[src/rtl/core/lcd4_pkg.sv]
// shared types, command codes and helpers for the 4-bit character lcd interface
// no dependencies
package lcd4_pkg;

  typedef enum logic [2:0] {
    FUNC_INIT    = 3'd0,
    FUNC_CHAR    = 3'd1,
    FUNC_WRAP    = 3'd2,
    FUNC_GOTO    = 3'd3,
    FUNC_CLEAR   = 3'd4,
    FUNC_CURSOR  = 3'd5,
    FUNC_DISPLAY = 3'd6,
    FUNC_RESTART = 3'd7
  } func_e;

  typedef enum logic [1:0] {
    CFG_LINE_COUNT   = 2'd0,
    CFG_CHARS        = 2'd1,
    CFG_STROBE_TICKS = 2'd2,
    CFG_CLEAR_TICKS  = 2'd3
  } cfg_idx_e;

  localparam logic [7:0] DDRAM_SET   = 8'h80;
  localparam logic [6:0] ROW_STEP    = 7'h40;
  localparam logic [6:0] ROW_SKEW    = 7'h14;
  localparam logic [7:0] CMD_FSET    = 8'h20;
  localparam logic [7:0] FSET_LINES  = 8'h08;
  localparam logic [7:0] CMD_ENTRY   = 8'h06;
  localparam logic [7:0] CMD_DISP_ON = 8'h0C;
  localparam logic [7:0] CMD_CLEAR   = 8'h01;
  localparam logic [7:0] CMD_CURSOR  = 8'h0E;
  localparam logic [7:0] CMD_DISP    = 8'h08;
  localparam logic [3:0] NIB_WAKE    = 4'h3;
  localparam logic [3:0] NIB_4BIT    = 4'h2;

  // index of the final nibble of a job
  localparam logic [3:0] LAST_INIT = 4'd11;
  localparam logic [3:0] LAST_ONE  = 4'd1;
  localparam logic [3:0] LAST_TWO  = 4'd3;

  // one decoded request as queued between front and back
  typedef struct packed {
    logic       init;
    logic [3:0] last_idx;
    logic [7:0] b0;
    logic       rs0;
    logic [7:0] b1;
    logic       clr_wait;
  } desc_t;

  typedef struct packed {
    logic multi;
    logic four;
  } lines_t;

  function automatic lines_t lines_of(logic [2:0] line_count);
    lines_t l;
    l.four  = (line_count == 3'd4);
    l.multi = (line_count == 3'd2) || l.four;
    return l;
  endfunction

  function automatic logic [7:0] goto_cmd(lines_t l, logic [5:0] col, logic [1:0] row);
    logic [6:0] base;
    base = 7'h00;
    if (l.four) begin
      case (row)
        2'd0:    base = 7'h00;
        2'd1:    base = ROW_STEP;
        2'd2:    base = ROW_SKEW;
        default: base = ROW_STEP + ROW_SKEW;
      endcase
    end else if (l.multi) begin
      base = row[0] ? ROW_STEP : 7'h00;
    end
    return DDRAM_SET | {1'b0, base + {1'b0, col}};
  endfunction

endpackage

[src/rtl/core/lcd4_front.sv]
// request decoder: accepts requests, keeps cursor flags and wrap counters,
// and builds one job descriptor per request; uses lcd4_pkg
module lcd4_front import lcd4_pkg::*; (
  input  logic       clk_i,
  input  logic       rst_ni,
  input  logic [2:0] line_count_i,
  input  logic [5:0] chars_per_line_i,
  input  logic       req_fire_i,
  input  logic [2:0] func_i,
  input  logic [7:0] char_code_i,
  input  logic [5:0] column_i,
  input  logic [1:0] row_i,
  input  logic       cursor_enable_i,
  input  logic       cursor_blink_i,
  input  logic       display_enable_i,
  output desc_t      desc_o
);

  logic       shown_q, shown_d;
  logic       blink_q, blink_d;
  logic [5:0] wcol_q, wcol_d;
  logic [1:0] wrow_q, wrow_d;

  lines_t     lines;
  logic [5:0] col_inc;
  logic [1:0] row_inc;
  logic [1:0] row_next;

  always_comb begin
    lines   = lines_of(line_count_i);
    col_inc = wcol_q + 6'd1;
    row_inc = wrow_q + 2'd1;
    if (lines.four) begin
      row_next = row_inc;
    end else if (lines.multi) begin
      row_next = {1'b0, row_inc[0]};
    end else begin
      row_next = 2'd0;
    end

    shown_d = shown_q;
    blink_d = blink_q;
    wcol_d  = wcol_q;
    wrow_d  = wrow_q;

    desc_o.init     = 1'b0;
    desc_o.last_idx = LAST_ONE;
    desc_o.b0       = 8'h00;
    desc_o.rs0      = 1'b0;
    desc_o.b1       = 8'h00;
    desc_o.clr_wait = 1'b0;

    case (func_e'(func_i))
      FUNC_INIT: begin
        desc_o.init     = 1'b1;
        desc_o.last_idx = LAST_INIT;
        desc_o.b0       = lines.multi ? (CMD_FSET | FSET_LINES) : CMD_FSET;
        desc_o.clr_wait = 1'b1;
        shown_d = 1'b0;
        blink_d = 1'b0;
        wcol_d  = 6'd0;
        wrow_d  = 2'd0;
      end
      FUNC_CHAR: begin
        desc_o.b0  = char_code_i;
        desc_o.rs0 = 1'b1;
      end
      FUNC_WRAP: begin
        desc_o.b0  = char_code_i;
        desc_o.rs0 = 1'b1;
        // a zero wrap point always wraps, as the compare below gives
        if (col_inc >= chars_per_line_i) begin
          wcol_d          = 6'd0;
          wrow_d          = row_next;
          desc_o.last_idx = LAST_TWO;
          desc_o.b1       = goto_cmd(lines, 6'd0, row_next);
        end else begin
          wcol_d = col_inc;
        end
      end
      FUNC_GOTO: begin
        desc_o.b0 = goto_cmd(lines, column_i, row_i);
      end
      FUNC_CLEAR: begin
        desc_o.b0       = CMD_CLEAR;
        desc_o.clr_wait = 1'b1;
      end
      FUNC_CURSOR: begin
        if (cursor_enable_i) begin
          desc_o.b0 = CMD_CURSOR | {7'd0, cursor_blink_i};
          shown_d   = 1'b1;
          blink_d   = cursor_blink_i;
        end else begin
          desc_o.b0 = CMD_DISP_ON;
          shown_d   = 1'b0;
          blink_d   = 1'b0;
        end
      end
      FUNC_DISPLAY: begin
        desc_o.b0 = CMD_DISP | {5'd0, display_enable_i, shown_q, blink_q};
      end
      FUNC_RESTART: begin
        desc_o.b0 = goto_cmd(lines, 6'd0, 2'd0);
        wcol_d    = 6'd0;
        wrow_d    = 2'd0;
      end
      default: begin
        desc_o.b0 = 8'h00;
      end
    endcase
  end

  always_ff @(posedge clk_i or negedge rst_ni) begin
    if (!rst_ni) begin
      shown_q <= 1'b0;
      blink_q <= 1'b0;
      wcol_q  <= 6'd0;
      wrow_q  <= 2'd0;
    end else if (req_fire_i) begin
      shown_q <= shown_d;
      blink_q <= blink_d;
      wcol_q  <= wcol_d;
      wrow_q  <= wrow_d;
    end
  end

endmodule

[src/rtl/core/lcd4_fifo.sv]
// two-entry job queue between request decoder and nibble sequencer
// uses desc_t from lcd4_pkg
module lcd4_fifo import lcd4_pkg::*; (
  input  logic  clk_i,
  input  logic  rst_ni,
  input  logic  push_i,
  input  desc_t push_data_i,
  input  logic  pop_i,
  output desc_t head_o,
  output logic  empty_o,
  output logic  full_o
);

  desc_t      mem_q [2];
  logic       wr_q, rd_q;
  logic [1:0] cnt_q;

  assign empty_o = (cnt_q == 2'd0);
  assign full_o  = (cnt_q == 2'd2);
  assign head_o  = mem_q[rd_q];

  always_ff @(posedge clk_i) begin
    if (push_i) begin
      mem_q[wr_q] <= push_data_i;
    end
  end

  always_ff @(posedge clk_i or negedge rst_ni) begin
    if (!rst_ni) begin
      wr_q  <= 1'b0;
      rd_q  <= 1'b0;
      cnt_q <= 2'd0;
    end else begin
      if (push_i) wr_q <= ~wr_q;
      if (pop_i)  rd_q <= ~rd_q;
      if (push_i && !pop_i) begin
        cnt_q <= cnt_q + 2'd1;
      end else if (pop_i && !push_i) begin
        cnt_q <= cnt_q - 2'd1;
      end
    end
  end

endmodule

[src/rtl/core/lcd4_back.sv]
// nibble sequencer: walks the head job one nibble per cycle, unless the output
// stalls, into an output register; uses lcd4_pkg
module lcd4_back import lcd4_pkg::*; (
  input  logic       clk_i,
  input  logic       rst_ni,
  input  desc_t      head_i,
  input  logic       empty_i,
  output logic       pop_o,
  output logic       m_axis_tvalid,
  input  logic       m_axis_tready,
  output logic [7:0] m_axis_tdata,  // [3:0] nibble, rest zero
  output logic [1:0] m_axis_tuser,  // [0] register_select, [1] extra_wait
  output logic       m_axis_tlast
);

  logic [3:0] idx_q, idx_d;
  logic       vld_q;
  logic [3:0] nib_q, nib_d;
  logic       rs_q, rs_d;
  logic       wt_q, wt_d;
  logic       last_q, last_d;
  logic       adv;
  logic [7:0] byte_sel;

  assign adv   = !empty_i && (!vld_q || m_axis_tready);
  assign pop_o = adv && last_d;

  always_comb begin
    last_d = (idx_q == head_i.last_idx);
    wt_d   = last_d && head_i.clr_wait;
    rs_d   = 1'b0;
    if (head_i.init) begin
      case (idx_q)
        4'd4, 4'd5:   byte_sel = head_i.b0;
        4'd6, 4'd7:   byte_sel = CMD_ENTRY;
        4'd8, 4'd9:   byte_sel = CMD_DISP_ON;
        default:      byte_sel = CMD_CLEAR;
      endcase
    end else begin
      byte_sel = (idx_q < 4'd2) ? head_i.b0 : head_i.b1;
      rs_d     = (idx_q < 4'd2) && head_i.rs0;
    end
    // even step sends the high nibble, odd step the low one
    nib_d = idx_q[0] ? byte_sel[3:0] : byte_sel[7:4];
    if (head_i.init && (idx_q < 4'd4)) begin
      nib_d = (idx_q == 4'd3) ? NIB_4BIT : NIB_WAKE;
    end
    idx_d = last_d ? 4'd0 : idx_q + 4'd1;
  end

  always_ff @(posedge clk_i or negedge rst_ni) begin
    if (!rst_ni) begin
      idx_q <= 4'd0;
      vld_q <= 1'b0;
    end else begin
      if (adv) begin
        idx_q <= idx_d;
        vld_q <= 1'b1;
      end else if (m_axis_tready) begin
        vld_q <= 1'b0;
      end
    end
  end

  always_ff @(posedge clk_i) begin
    if (adv) begin
      nib_q  <= nib_d;
      rs_q   <= rs_d;
      wt_q   <= wt_d;
      last_q <= last_d;
    end
  end

  assign m_axis_tvalid = vld_q;
  assign m_axis_tdata  = {4'd0, nib_q};
  assign m_axis_tuser  = {wt_q, rs_q};
  assign m_axis_tlast  = last_q;

endmodule

[src/rtl/core/char_lcd_4bit_interface.sv]
// top level of the 4-bit character lcd interface: config registers,
// request decoder, job queue and nibble sequencer; uses lcd4_pkg and submodules
//
// channel   dir  handshake                     payload
// s_axis    in   s_axis_tvalid/s_axis_tready   tuser func, tdata char/column/row/flags
// m_axis    out  m_axis_tvalid/m_axis_tready   tdata nibble, tuser rs/wait, tlast
// cfg       in   cfg_we_i                      cfg_index_i, cfg_wdata_i
//
// one request is taken per cycle while the two-entry job queue has room
// each request gives 2, 4 or 12 nibbles, one per cycle from the sequencer unless the output stalls
// so sustained request throughput is set by the sequencer
// a stalled output holds its register; the queue keeps accepting until full
// reset clears queue, sequencer, cursor flags and wrap counters at once
// strobe and clear-wait tick counts are not stored
module char_lcd_4bit_interface import lcd4_pkg::*; (
  input  logic        clk_i,
  input  logic        rst_ni,
  input  logic        s_axis_tvalid,
  output logic        s_axis_tready,
  // [7:0] char_code, [13:8] column, [15:14] row, [16] cursor_enable,
  // [17] cursor_blink, [18] display_enable, rest zero
  input  logic [23:0] s_axis_tdata,
  input  logic [2:0]  s_axis_tuser,   // [2:0] func
  output logic        m_axis_tvalid,
  input  logic        m_axis_tready,
  output logic [7:0]  m_axis_tdata,   // [3:0] nibble, rest zero
  output logic [1:0]  m_axis_tuser,   // [0] register_select, [1] extra_wait
  output logic        m_axis_tlast,
  input  logic        cfg_we_i,
  input  logic [1:0]  cfg_index_i,
  input  logic [19:0] cfg_wdata_i
);

  logic [2:0] line_count_q;
  logic [5:0] chars_q;
  logic       in_fire;
  desc_t      new_desc, head;
  logic       q_empty, q_full, q_pop;

  always_ff @(posedge clk_i or negedge rst_ni) begin
    if (!rst_ni) begin
      line_count_q <= 3'd2;
      chars_q      <= 6'd16;
    end else if (cfg_we_i) begin
      case (cfg_idx_e'(cfg_index_i))
        CFG_LINE_COUNT: line_count_q <= cfg_wdata_i[2:0];
        CFG_CHARS:      chars_q      <= cfg_wdata_i[5:0];
        default:        ;
      endcase
    end
  end

  assign s_axis_tready = !q_full;
  assign in_fire       = s_axis_tvalid && s_axis_tready;

  lcd4_front u_front (
    .clk_i            (clk_i),
    .rst_ni           (rst_ni),
    .line_count_i     (line_count_q),
    .chars_per_line_i (chars_q),
    .req_fire_i       (in_fire),
    .func_i           (s_axis_tuser),
    .char_code_i      (s_axis_tdata[7:0]),
    .column_i         (s_axis_tdata[13:8]),
    .row_i            (s_axis_tdata[15:14]),
    .cursor_enable_i  (s_axis_tdata[16]),
    .cursor_blink_i   (s_axis_tdata[17]),
    .display_enable_i (s_axis_tdata[18]),
    .desc_o           (new_desc)
  );

  lcd4_fifo u_fifo (
    .clk_i       (clk_i),
    .rst_ni      (rst_ni),
    .push_i      (in_fire),
    .push_data_i (new_desc),
    .pop_i       (q_pop),
    .head_o      (head),
    .empty_o     (q_empty),
    .full_o      (q_full)
  );

  lcd4_back u_back (
    .clk_i         (clk_i),
    .rst_ni        (rst_ni),
    .head_i        (head),
    .empty_i       (q_empty),
    .pop_o         (q_pop),
    .m_axis_tvalid (m_axis_tvalid),
    .m_axis_tready (m_axis_tready),
    .m_axis_tdata  (m_axis_tdata),
    .m_axis_tuser  (m_axis_tuser),
    .m_axis_tlast  (m_axis_tlast)
  );

  // clear wait only ever trails the low nibble of a clear command
  assert property (@(posedge clk_i) disable iff (!rst_ni)
    m_axis_tvalid && m_axis_tuser[1] |->
      m_axis_tlast && !m_axis_tuser[0] && (m_axis_tdata == 8'h01))
    else $error("extra wait on a beat other than the end of a clear");

  // a fresh output beat needs a job in the queue the cycle before
  assert property (@(posedge clk_i) disable iff (!rst_ni)
    $rose(m_axis_tvalid) |-> $past(!q_empty))
    else $error("output beat without a queued job");

  // queue only fills through an accepted request
  assert property (@(posedge clk_i) disable iff (!rst_ni)
    $rose(q_full) |-> $past(in_fire))
    else $error("queue filled without a request");

  // a pop never happens on an empty queue
  assert property (@(posedge clk_i) disable iff (!rst_ni)
    q_pop |-> !q_empty)
    else $error("pop from empty job queue");

endmodule

[config.mk]
export PLATFORM = sky130hd
export DESIGN_NAME = char_lcd_4bit_interface
export DESIGN_NICKNAME = d
export VERILOG_FILES = /design/src/rtl/core/lcd4_pkg.sv /design/src/rtl/core/lcd4_front.sv /design/src/rtl/core/lcd4_fifo.sv /design/src/rtl/core/lcd4_back.sv /design/src/rtl/core/char_lcd_4bit_interface.sv
export SDC_FILE = /design/constraint.sdc
export NUM_CORES = 1
export LEC_CHECK = 0
export BUFFER_PORTS_ARGS = -buffer_cell sky130_fd_sc_hd__buf_2
export CAP_MARGIN = 20
export CORE_ASPECT_RATIO = 0.7
export CORE_MARGIN = 2
export CORE_UTILIZATION = 28
export DETAILED_ROUTE_END_ITERATION = 10
export MAX_ROUTING_LAYER = met4
export PLACE_DENSITY = 0.5
export SLEW_MARGIN = 20
export SYNTH_ARGS = -nofsm -noshare
export SYNTH_HDL_FRONTEND = slang
export SYNTH_HIERARCHICAL = 1
export SYNTH_SLANG_ARGS = --single-unit
[constraint.sdc]
create_clock -name clk_i -period 2.3 [get_ports clk_i]
set_input_delay 0.115 -clock clk_i [delete_from_list [all_inputs] [get_ports clk_i]]
set_output_delay 0.115 -clock clk_i [all_outputs]
set_load 0.005 [all_outputs]
==> results of run 1 <==
[worst max-delay path: stages (launching register included)]
cell and delay [ps]:
dfrtp_1 370, buf_12 180, mux2_2 360, xor2_1 180
nor4_4 240, and2_4 190, inv_2 40, ha_4 140
xor2_1 130, nor2_1 120, xor2_1 150
[worst min path at each step]
| stage | startpoint | to | slack (ps) | cells past startpoint |
|---|---|---|---|---|
| after floorplan | rst_ni | chars_q[0] | -180 | 0 |
| after global placement | rst_ni | chars_q[2] | 200 | 1 |
| after detailed placement | rst_ni | line_count_q[2] | 220 | 1 |
| after CTS | cfg_wdata_i[5] | chars_q[5] | 3 | 2 |
| after global routing | cfg_wdata_i[5] | chars_q[5] | 0.6 | 2 |
| final | cfg_wdata_i[5] | chars_q[5] | 10 | 2 |
[state kept, by name, indices dropped and copies added (netlist names)]
name,flops
chars_q,6
u_fifo/cnt_q,2
line_count_q,3
u_back/idx_q,4
u_back/rs_q,1
u_back/wt_q,1
u_back/m_axis_tlast,1
u_fifo/rd_q,1
u_fifo/mem_q,46
u_back/nib_q,4
u_fifo/wr_q,1
u_front/shown_q,1
u_back/m_axis_tvalid,1
u_front/wcol_q,6
u_front/wrow_q,2
u_front/blink_q,1
[cell families after synthesis]
| family | Yosys count | share of synthesized area |
|---|---|---|
| simple gates | 93 | 0.126 |
| fa+ha+maj | 15 | 0.0421 |
| flops | 81 | 0.514 |
| xor+xnor | 16 | 0.0314 |
| buf+inv | 42 | 0.0634 |
| mux | 38 | 0.111 |
| compound gates | 65 | 0.109 |
| other cells | 3 | 0.00252 |
[cell usage after synthesis (5+ instances only)]
cell type | count | share of area
edfxtp_1 | 53 | 0.36
dfrtp_1 | 26 | 0.15
nand2_1 | 22 | 0.019
mux2_4 | 19 | 0.064
mux2_2 | 16 | 0.040
buf_4 | 15 | 0.025
ha_1 | 15 | 0.042
inv_1 | 13 | 0.011
nor2b_1 | 13 | 0.018
a21oi_1 | 12 | 0.013
xor2_1 | 11 | 0.022
nand2b_1 | 10 | 0.014
nor2_1 | 9 | 0.0076
o21ai_0 | 7 | 0.0079
and2_1 | 6 | 0.0084
nand3_1 | 6 | 0.0067
buf_2 | 5 | 0.0056
o21ai_1 | 5 | 0.0056
xnor2_1 | 5 | 0.0098
[routing by layer]
| layer | vias to the layer above | track usage | part of all wire |
|---|---|---|---|
| met5 | - | - | 0 |
| met4 | 0 | 0.0337 | 0.0046 |
| met3 | 5 | 0.0296 | 0.050 |
| met2 | 83 | 0.159 | 0.40 |
| met1 | 1321 | 0.164 | 0.55 |
| li1 | 1349 | - | - |
[power breakdown]
part	leakage (nW)	total, mW	internal [mW]	switching [mW]
clock network	0.122	1.27	0.723	0.546
logic	1.12	2.00	0.946	1.05
registers	0.845	2.23	2.02	0.210
[area by class of cell]
| cell class | instances | area [sq um] | area share |
|---|---|---|---|
| Inverter | 15 | 56.3 | 0.0110 |
| Sequential cell | 81 | 2300 | 0.448 |
| Timing Repair Buffer | 53 | 305 | 0.0596 |
| Clock buffer | 12 | 236 | 0.0462 |
| Multi-Input combinational cell | 237 | 1960 | 0.382 |
| Clock inverter | 4 | 20.0 | 0.00391 |
| Tap cell | 200 | 250 | 0.0489 |
[what timing repair did]
item                                    CTS  global route
hold endpoints to repair                 26             0
endpoints found under the setup margin    0            13
hold buffers                              1             0
gates resized for setup                   0             5
setup buffers                             0             0
==> out/summary.txt, run 1 <==
DIE
------------------------------------------------------------------------------------------------------
Vertical die dimension                                                                          110 um
Die Area                                                                                   17000 sq um
Area of the placeable core                                                                 15500 sq um
Cell Rows                                                                                           38
Starting density of the core                                                                     0.287
Count of boundary I/O pins                                                                          67
Die X                                                                                           155 um

GRT
------------------------------------------------------------------------------------------------------
Maximum number of pins on one net before global-route repair                                        29
Number of global-route vias before repair                                                         2805
Overall Global Routing Usage                                                                     0.115
Global-route wire length before repair                                                         14.5 mm
Overflow left after global routing                                                                   0
Antenna violations before repair                                                                     0

LOGIC SYNTHESIS
------------------------------------------------------------------------------------------------------
Synthesized flop and latch total                                                                    81
Proportion of register bits with asynchronous set or reset after synthesis                       0.346
Mean Syn Cell Area                                                                          12.6 sq um
Sequential fraction of the synthesis area                                                        0.514
Count of different cell masters after synthesis                                                     64
Synthesized netlist cell count                                                                     353
Warnings, synthesis                                                                                  6
Most used flip-flop cell after synthesis                                                      edfxtp_1
Number of synthesized flops with an enable pin                                                      53
Mapped Area                                                                                 4460 sq um

LAYOUT
------------------------------------------------------------------------------------------------------
Most common cell after layout, fill and taps aside                                            edfxtp_1
Nets@finish                                                                                        466
Diode count                                                                                          0
Proportion of layout cells with a drive suffix above 1                                           0.313
Post-layout util                                                                                 0.329
Fill cell count                                                                                   1539
Layout Cell Area excl Fill                                                                  5120 sq um
Final cell count without fillers                                                                   602
Leading cell types in the layout, fill and taps excluded                                  53 x edfxtp_1, 43 x buf_2, 25 x dfrtp_1
Relative area change from synthesis to final layout                                              14.8%

TIMING
------------------------------------------------------------------------------------------------------
Slew of the pin with the lowest slew margin                                                     723 ps
Worst hold-check slack                                                                         13.8 ps
Clock Skews                                                                                    8.85 ps
Total negative slack for setup checks                                                             0 ps
Max frequency                                                                                  459 MHz
Final Hold Violating Endpoints                                                                       0
Final setup slack of the worst path                                                             119 ps
Worst slew margin relative to its limit                                                          0.518
Fin crit share                                                                                   0.948
Fin crit period                                                                                2180 ps
Setup repair after global routing missed its margin                                                 no
Number of max-slew violations in the final report                                                    0
Finish-stage setup viols                                                                             0

PLACED DESIGN
------------------------------------------------------------------------------------------------------
Weighted congestion at the end of routability-driven global placement                            0.778
Setup slack at placement                                                                       96.4 ps
Placed wire-length estimate                                                                    6.31 mm
Number of placed cells counting well taps                                                          585
Number of input and output port buffers inserted                                                    43
Cell area after placement                                                                   4840 sq um

POWER
------------------------------------------------------------------------------------------------------
Final Total Pwr                                                                                5.49 mW
Maximum vdd drop                                                                              0.413 mV
Leakage power figure                                                                           2.08 nW
Total power density per cell area                                                         1070 nW/um^2

ROUTE
------------------------------------------------------------------------------------------------------
Post-route DRC violation count                                                                       0
Wirelength, routed                                                                             8.84 mm
Antenna-violating nets left                                                                          0
Mean routed wirelength per cell                                                                14.7 um
Number of vias in the routed layout                                                               2758
Violation count after the first detailed-routing iteration                                         110
Via-to-Cell Ratio                                                                                 4.58
Number of detailed-routing iterations run before antenna repair                                      4

CTS
------------------------------------------------------------------------------------------------------
Clock buffers created by TritonCTS                                                                   9
Clock sink count                                                                                    81
Clock transition at the register clock pins on the worst setup and hold paths after CTS          60 ps
Clk Tree Root Cell                                                                           clkbuf_16
Clock tree from TritonCTS                                                                        built
Max clock buf depth                                                                                  2
Clock insertion delay at the later pin of the skew report                                       330 ps
H-tree levels                                                                                        3

CRITICAL PATH
------------------------------------------------------------------------------------------------------
Worst Setup End Kind                                                                         flip-flop
CP startpoint                                                                              u_fifo/rd_q
Slack of the worst reg-to-reg path                                                              120 ps
Data required time at the worst endpoint                                                       2550 ps
Start of the worst register-to-register path                                               u_fifo/rd_q
Critical path data arrival time                                                                2430 ps
Endpoint of the most critical setup path                                                  u_fifo/cnt_q[1]
Critical path peak fanout                                                                           16
Startpoint types                                                                             flip-flop
Endpoint of the worst register-to-register path                                           u_fifo/cnt_q[1]
Number of cells traversed by the worst register-to-register path                                    10
Category of the critical setup timing path                                                  reg -> reg

MIN PATH
------------------------------------------------------------------------------------------------------
Path type of the worst min-delay path                                                        in -> reg

RUN STATUS
------------------------------------------------------------------------------------------------------
Result of the run                                                                            completed

JOB
------------------------------------------------------------------------------------------------------
Max-cap violations                                                                                   0

Power figures use the tool's default switching activity.
==> run 2: changes to the inputs <==
Settings changed: PLACE_DENSITY 0.5 to 0.48.
Clock period 2.3 ns to 2.7 ns, I/O delays scaled along.
==> out/summary.txt, run 2 (synthesis results as in run 1) <==
RUN STATUS
------------------------------------------------------------------------------------------------------
Result of the run                                                                            completed

CRITICAL PATH
------------------------------------------------------------------------------------------------------
Critical path data arrival time                                                                2550 ps
Slack of the worst reg-to-reg path                                                              370 ps
Number of cells traversed by the worst register-to-register path                                     8
Crit path cell chain                                                                      nand3_1 -> nor2_1 -> xor2_1 -> ha_1 -> a21oi_1 -> o221ai_2 -> and3_1 -> a22o_1
Worst Path Buf+Inv                                                                                   0
Start of the worst register-to-register path                                              u_front/wcol_q[0]
Slowest cell on crit path                                                                      dfrtp_1
Startpoint types                                                                             flip-flop
Worst Setup End Kind                                                                         flip-flop
Category of the critical setup timing path                                                  reg -> reg
Endpoint of the worst register-to-register path                                           u_front/wrow_q[0]
Kind of cell adding the most delay to the critical path                                   compound AO/OA/AOI/OAI gates
Critical path peak fanout                                                                            6
Data required time at the worst endpoint                                                       2920 ps
Slowest cell delay on critical path                                                             430 ps

TIMING
------------------------------------------------------------------------------------------------------
Total negative slack for setup checks                                                             0 ps
Finish-stage setup viols                                                                             0
Max frequency                                                                                  430 MHz
Fin crit period                                                                                2330 ps
Clock Skews                                                                                    5.64 ps
Final Hold Violating Endpoints                                                                       0
Setup repair after global routing missed its margin                                                 no
Fin crit share                                                                                   0.862
Number of max-slew violations in the final report                                                    0
Worst hold-check slack                                                                         31.4 ps
Slew of the pin with the lowest slew margin                                                     678 ps
Worst slew margin relative to its limit                                                          0.548
Final setup slack of the worst path                                                             372 ps

ROUTE
------------------------------------------------------------------------------------------------------
Antenna-violating nets left                                                                          0
Violation count after the first detailed-routing iteration                                         269
Via-to-Cell Ratio                                                                                 4.61
Number of vias in the routed layout                                                               2772
Post-route DRC violation count                                                                       0
Number of detailed-routing iterations run before antenna repair                                      4
Mean routed wirelength per cell                                                                14.6 um
Wirelength, routed                                                                             8.75 mm

POWER
------------------------------------------------------------------------------------------------------
Register share of total power                                                                    0.405
Maximum vdd drop                                                                              0.311 mV
Switching share of power                                                                         0.319
Leakage power figure                                                                           2.10 nW
Clk network pwr share                                                                            0.252
Fraction of power consumed by combinational cells                                                0.343
Total power density per cell area                                                          924 nW/um^2
Switching Power                                                                                1.50 mW
Internal Dissipation                                                                           3.21 mW

DIE
------------------------------------------------------------------------------------------------------
Area of the placeable core                                                                 15500 sq um
Die X                                                                                           155 um
Starting density of the core                                                                     0.287
Count of boundary I/O pins                                                                          67
Die Area                                                                                   17000 sq um
Cell Rows                                                                                           38
Vertical die dimension                                                                          110 um

GRT
------------------------------------------------------------------------------------------------------
Overall Global Routing Usage                                                                     0.116
Number of global-route vias before repair                                                         2732
Antenna violations before repair                                                                     0
Overflow left after global routing                                                                   0
Global-route wire length before repair                                                         14.4 mm
Maximum number of pins on one net before global-route repair                                        29

JOB
------------------------------------------------------------------------------------------------------
Max-cap violations                                                                                   0

CTS
------------------------------------------------------------------------------------------------------
Clock buffers created by TritonCTS                                                                   9
Clock sink count                                                                                    81
Clock tree from TritonCTS                                                                        built
Buffer count from post-CTS setup fixing                                                              0
Clock transition at the register clock pins on the worst setup and hold paths after CTS          60 ps
Max clock buf depth                                                                                  2
Post-CTS Hold Fix Bufs                                                                               1
Number of instances resized during post-cts repair                                                   0
Clk Tree Root Cell                                                                           clkbuf_16
H-tree levels                                                                                        3
Clock insertion delay at the later pin of the skew report                                       330 ps

PLACED DESIGN
------------------------------------------------------------------------------------------------------
Number of input and output port buffers inserted                                                    43
Setup slack at placement                                                                        382 ps
Placed wire-length estimate                                                                    6.45 mm
Weighted congestion at the end of routability-driven global placement                            0.835

LAYOUT
------------------------------------------------------------------------------------------------------
Diode count                                                                                          0
Proportion of layout cells with a drive suffix above 1                                           0.292
Register name with the most flops                                                         u_fifo/mem_q
Most common cell after layout, fill and taps aside                                            edfxtp_1
Relative area change from synthesis to final layout                                              14.2%
Nets@finish                                                                                        465
Leading cell types in the layout, fill and taps excluded                                  53 x edfxtp_1, 43 x buf_2, 26 x dfrtp_1
Post-layout util                                                                                 0.328
Top flop regs                                                                             u_fifo/mem_q x46, chars_q x6, u_front/wcol_q x6
Flip-flop count of the largest register after layout                                                46

MIN PATH
------------------------------------------------------------------------------------------------------
Worst hold endpoint                                                                         chars_q[4]
Path type of the worst min-delay path                                                        in -> reg
Min-Delay Path Depth                                                                                 2
Worst hold path startpoint                                                                cfg_wdata_i[4]

==> run 2: layout make-up <==
type | count | area (sq um)
clock buffers | 15 | 289
clock inverters | 1 | 7.51
fillers | 1546 | 10500
inverters | 15 | 56.3
multi-input cells | 237 | 1910
flip-flops and latches | 81 | 2290
well taps | 200 | 250
repair buffers | 52 | 285
==> run 2: layer usage <==
| layer | vias to the layer above | part of all wire | track usage |
|---|---|---|---|
| met4 | 0 | 0.016 | 0.0437 |
| li1 | 1353 | - | - |
| met5 | - | 0 | - |
| met2 | 83 | 0.39 | 0.156 |
| met3 | 13 | 0.053 | 0.0280 |
| met1 | 1323 | 0.54 | 0.167 |
==> run 2: worst max path at each step <==
stage          depth (start not counted)                 end  slack [ps]               from
2_1_floorplan                          3  u_fifo/mem_q[0][0]         200    u_fifo/cnt_q[1]
3_3_place_gp                           5     u_back/nib_q[1]         440        u_fifo/rd_q
3_5_place_dp                           5     u_back/nib_q[2]         380        u_fifo/rd_q
4_1_cts                                8   u_front/wrow_q[0]         360  u_front/wcol_q[0]
5_1_grt                                8   u_front/wrow_q[0]         180  u_front/wcol_q[0]
6_report                               8   u_front/wrow_q[0]         370  u_front/wcol_q[0]
==> run 2: through the flow <==
step           power [mW]  std cells  area [sq um]
5_1_grt              5.02        601          5100
6_report             4.71        601          5100
4_1_cts              4.77        601          5100
3_5_place_dp         3.56        584          4790
2_1_floorplan        3.20        360          4490
3_3_place_gp         3.53        584          4790
==> run 2: power by group through the flow <==
stage	clock, mW	combinational [mW]	sequential (mW)
floorplan	0	1.35	1.86
global placement	0	1.61	1.93
detailed placement	0	1.63	1.93
CTS	1.23	1.64	1.91
global route	1.28	1.79	1.95
finish	1.18	1.62	1.91
==> run 3: changes to the inputs <==
Settings changed: REMOVE_ABC_BUFFERS set to 1.
==> out/summary.txt, run 3 (synthesis results as in run 1) <==
ROUTE
------------------------------------------------------------------------------------------------------
Number of vias in the routed layout                                                               2728
Violation count after the first detailed-routing iteration                                         166
Post-route DRC violation count                                                                       0
Number of detailed-routing iterations run before antenna repair                                      4
Via-to-Cell Ratio                                                                                 4.53
Mean routed wirelength per cell                                                                14.6 um
Wirelength, routed                                                                             8.79 mm
Antenna-violating nets left                                                                          0

LAYOUT
------------------------------------------------------------------------------------------------------
Flip-flop count of the largest register after layout                                                46
Register name with the most flops                                                         u_fifo/mem_q
Proportion of layout cells with a drive suffix above 1                                           0.294
Nets@finish                                                                                        466
Fill cell count                                                                                   1543
Leading cell types in the layout, fill and taps excluded                                  53 x edfxtp_1, 43 x buf_2, 26 x dfrtp_1
Top flop regs                                                                             u_fifo/mem_q x46, chars_q x6, u_front/wcol_q x6
Diode count                                                                                          0
Final cell count without fillers                                                                   602
Most common cell after layout, fill and taps aside                                            edfxtp_1
Relative area change from synthesis to final layout                                              15.0%

CTS
------------------------------------------------------------------------------------------------------
Clock sink count                                                                                    81
Number of instances resized during post-cts repair                                                   0
Clk Tree Root Cell                                                                           clkbuf_16
Post-CTS Hold Fix Bufs                                                                               1
Clock transition at the register clock pins on the worst setup and hold paths after CTS          60 ps
H-tree levels                                                                                        3
Clock tree from TritonCTS                                                                        built
Clock insertion delay at the later pin of the skew report                                       330 ps
Max clock buf depth                                                                                  2
Clock buffers created by TritonCTS                                                                   9
Buffer count from post-CTS setup fixing                                                              0

TIMING
------------------------------------------------------------------------------------------------------
Worst slew margin relative to its limit                                                          0.514
Slew of the pin with the lowest slew margin                                                     730 ps
Fin crit period                                                                                2280 ps
Final Hold Violating Endpoints                                                                       0
Finish-stage setup viols                                                                             0
Number of max-slew violations in the final report                                                    0
Max frequency                                                                                  438 MHz
Clock Skews                                                                                    5.91 ps
Fin crit share                                                                                   0.846
Setup repair after global routing missed its margin                                                 no

CRITICAL PATH
------------------------------------------------------------------------------------------------------
Startpoint types                                                                             flip-flop
Slowest cell delay on critical path                                                             400 ps
Critical path peak fanout                                                                            4
Slowest cell on crit path                                                                      dfrtp_1
Data required time at the worst endpoint                                                       2790 ps
Worst Setup End Kind                                                                         flip-flop
Category of the critical setup timing path                                                  reg -> reg
Kind of cell adding the most delay to the critical path                                   compound AO/OA/AOI/OAI gates
Crit path cell chain                                                                      nor3b_1 -> and2_1 -> ha_1 -> a31oi_1 -> xnor2_1 -> a21oi_1 -> a211oi_1
Critical path data arrival time                                                                2380 ps
Worst Path Buf+Inv                                                                                   0

GRT
------------------------------------------------------------------------------------------------------
Overflow left after global routing                                                                   0
Antenna violations before repair                                                                     0
Maximum number of pins on one net before global-route repair                                        29
Global-route wire length before repair                                                         14.7 mm
Number of global-route vias before repair                                                         2785
Overall Global Routing Usage                                                                     0.116

POWER
------------------------------------------------------------------------------------------------------
Maximum vdd drop                                                                              0.292 mV
Total power density per cell area                                                          939 nW/um^2
Final Total Pwr                                                                                4.82 mW
Leakage power figure                                                                           2.12 nW

DIE
------------------------------------------------------------------------------------------------------
Area of the placeable core                                                                 15500 sq um
Count of boundary I/O pins                                                                          67
Die Area                                                                                   17000 sq um
Starting density of the core                                                                     0.287
Die X                                                                                           155 um
Cell Rows                                                                                           38
Vertical die dimension                                                                          110 um

MIN PATH
------------------------------------------------------------------------------------------------------
Path type of the worst min-delay path                                                        in -> reg

PLACED DESIGN
------------------------------------------------------------------------------------------------------
Placed wire-length estimate                                                                    6.39 mm
Number of input and output port buffers inserted                                                    43
Number of placed cells counting well taps                                                          585
Weighted congestion at the end of routability-driven global placement                            0.782

RUN STATUS
------------------------------------------------------------------------------------------------------
Result of the run                                                                            completed

JOB
------------------------------------------------------------------------------------------------------
Max-cap violations                                                                                   0

## run 3: cell count changes in the layout (fill, tap and decap cells not counted)
cell,previous run,this run
clkinvlp_4,1,0
clkbuf_16,10,12
buf_4,8,9
clkbuf_8,2,1
## run 3: cell type report
type                       instances  area, sq um  area share
multi-input combinational        237         1910       0.373
clock buffer                      16          325      0.0634
sequential                        81         2290       0.447
timing repair buffer              53          293      0.0570
inverter                          15         56.3      0.0110
tap                              200          250      0.0488
## run 3: per-layer routing
metal	global-route usage	routed length [um]	vias up	share of wire
met5	-	0	-	0
li1	-	-	1353	-
met2	0.159	3440	71	0.39
met4	0.0337	112	0	0.013
met3	0.0264	360	10	0.041
met1	0.170	4880	1294	0.56
## run 3: final timing paths
path,end,start,slack (ps),cells past startpoint
setup / recovery,u_fifo/mem_q[1][15],line_count_q[0],420,7
hold / removal,chars_q[3],cfg_wdata_i[3],30,2
setup reg to reg,u_fifo/mem_q[1][15],line_count_q[0],420,7
hold reg to reg,u_front/shown_q,u_front/shown_q,480,2
max in group asynchronous,u_fifo/cnt_q[0],rst_ni,1830,2
min in group asynchronous,chars_q[2],rst_ni,400,2
## run 3: report_power, final
group          switching (mW)  total [mW]  internal, mW
clock network           0.458        1.28         0.818
logic                   0.865        1.64         0.776
registers               0.186        1.90          1.72
## run 3: through the flow
stage          utilization  worst slack (ps)  instance area [sq um]  setup TNS, ps  hold slack, ps
4_1_cts              0.330               396                   5130              0            23.4
3_3_place_gp         0.309               454                   4800              0             223
5_1_grt              0.330               206                   5130              0            24.6
6_report             0.330               417                   5130              0            32.7
2_1_floorplan            -              -126                   4260           -155            -161
3_5_place_dp         0.309               427                   4800              0             234
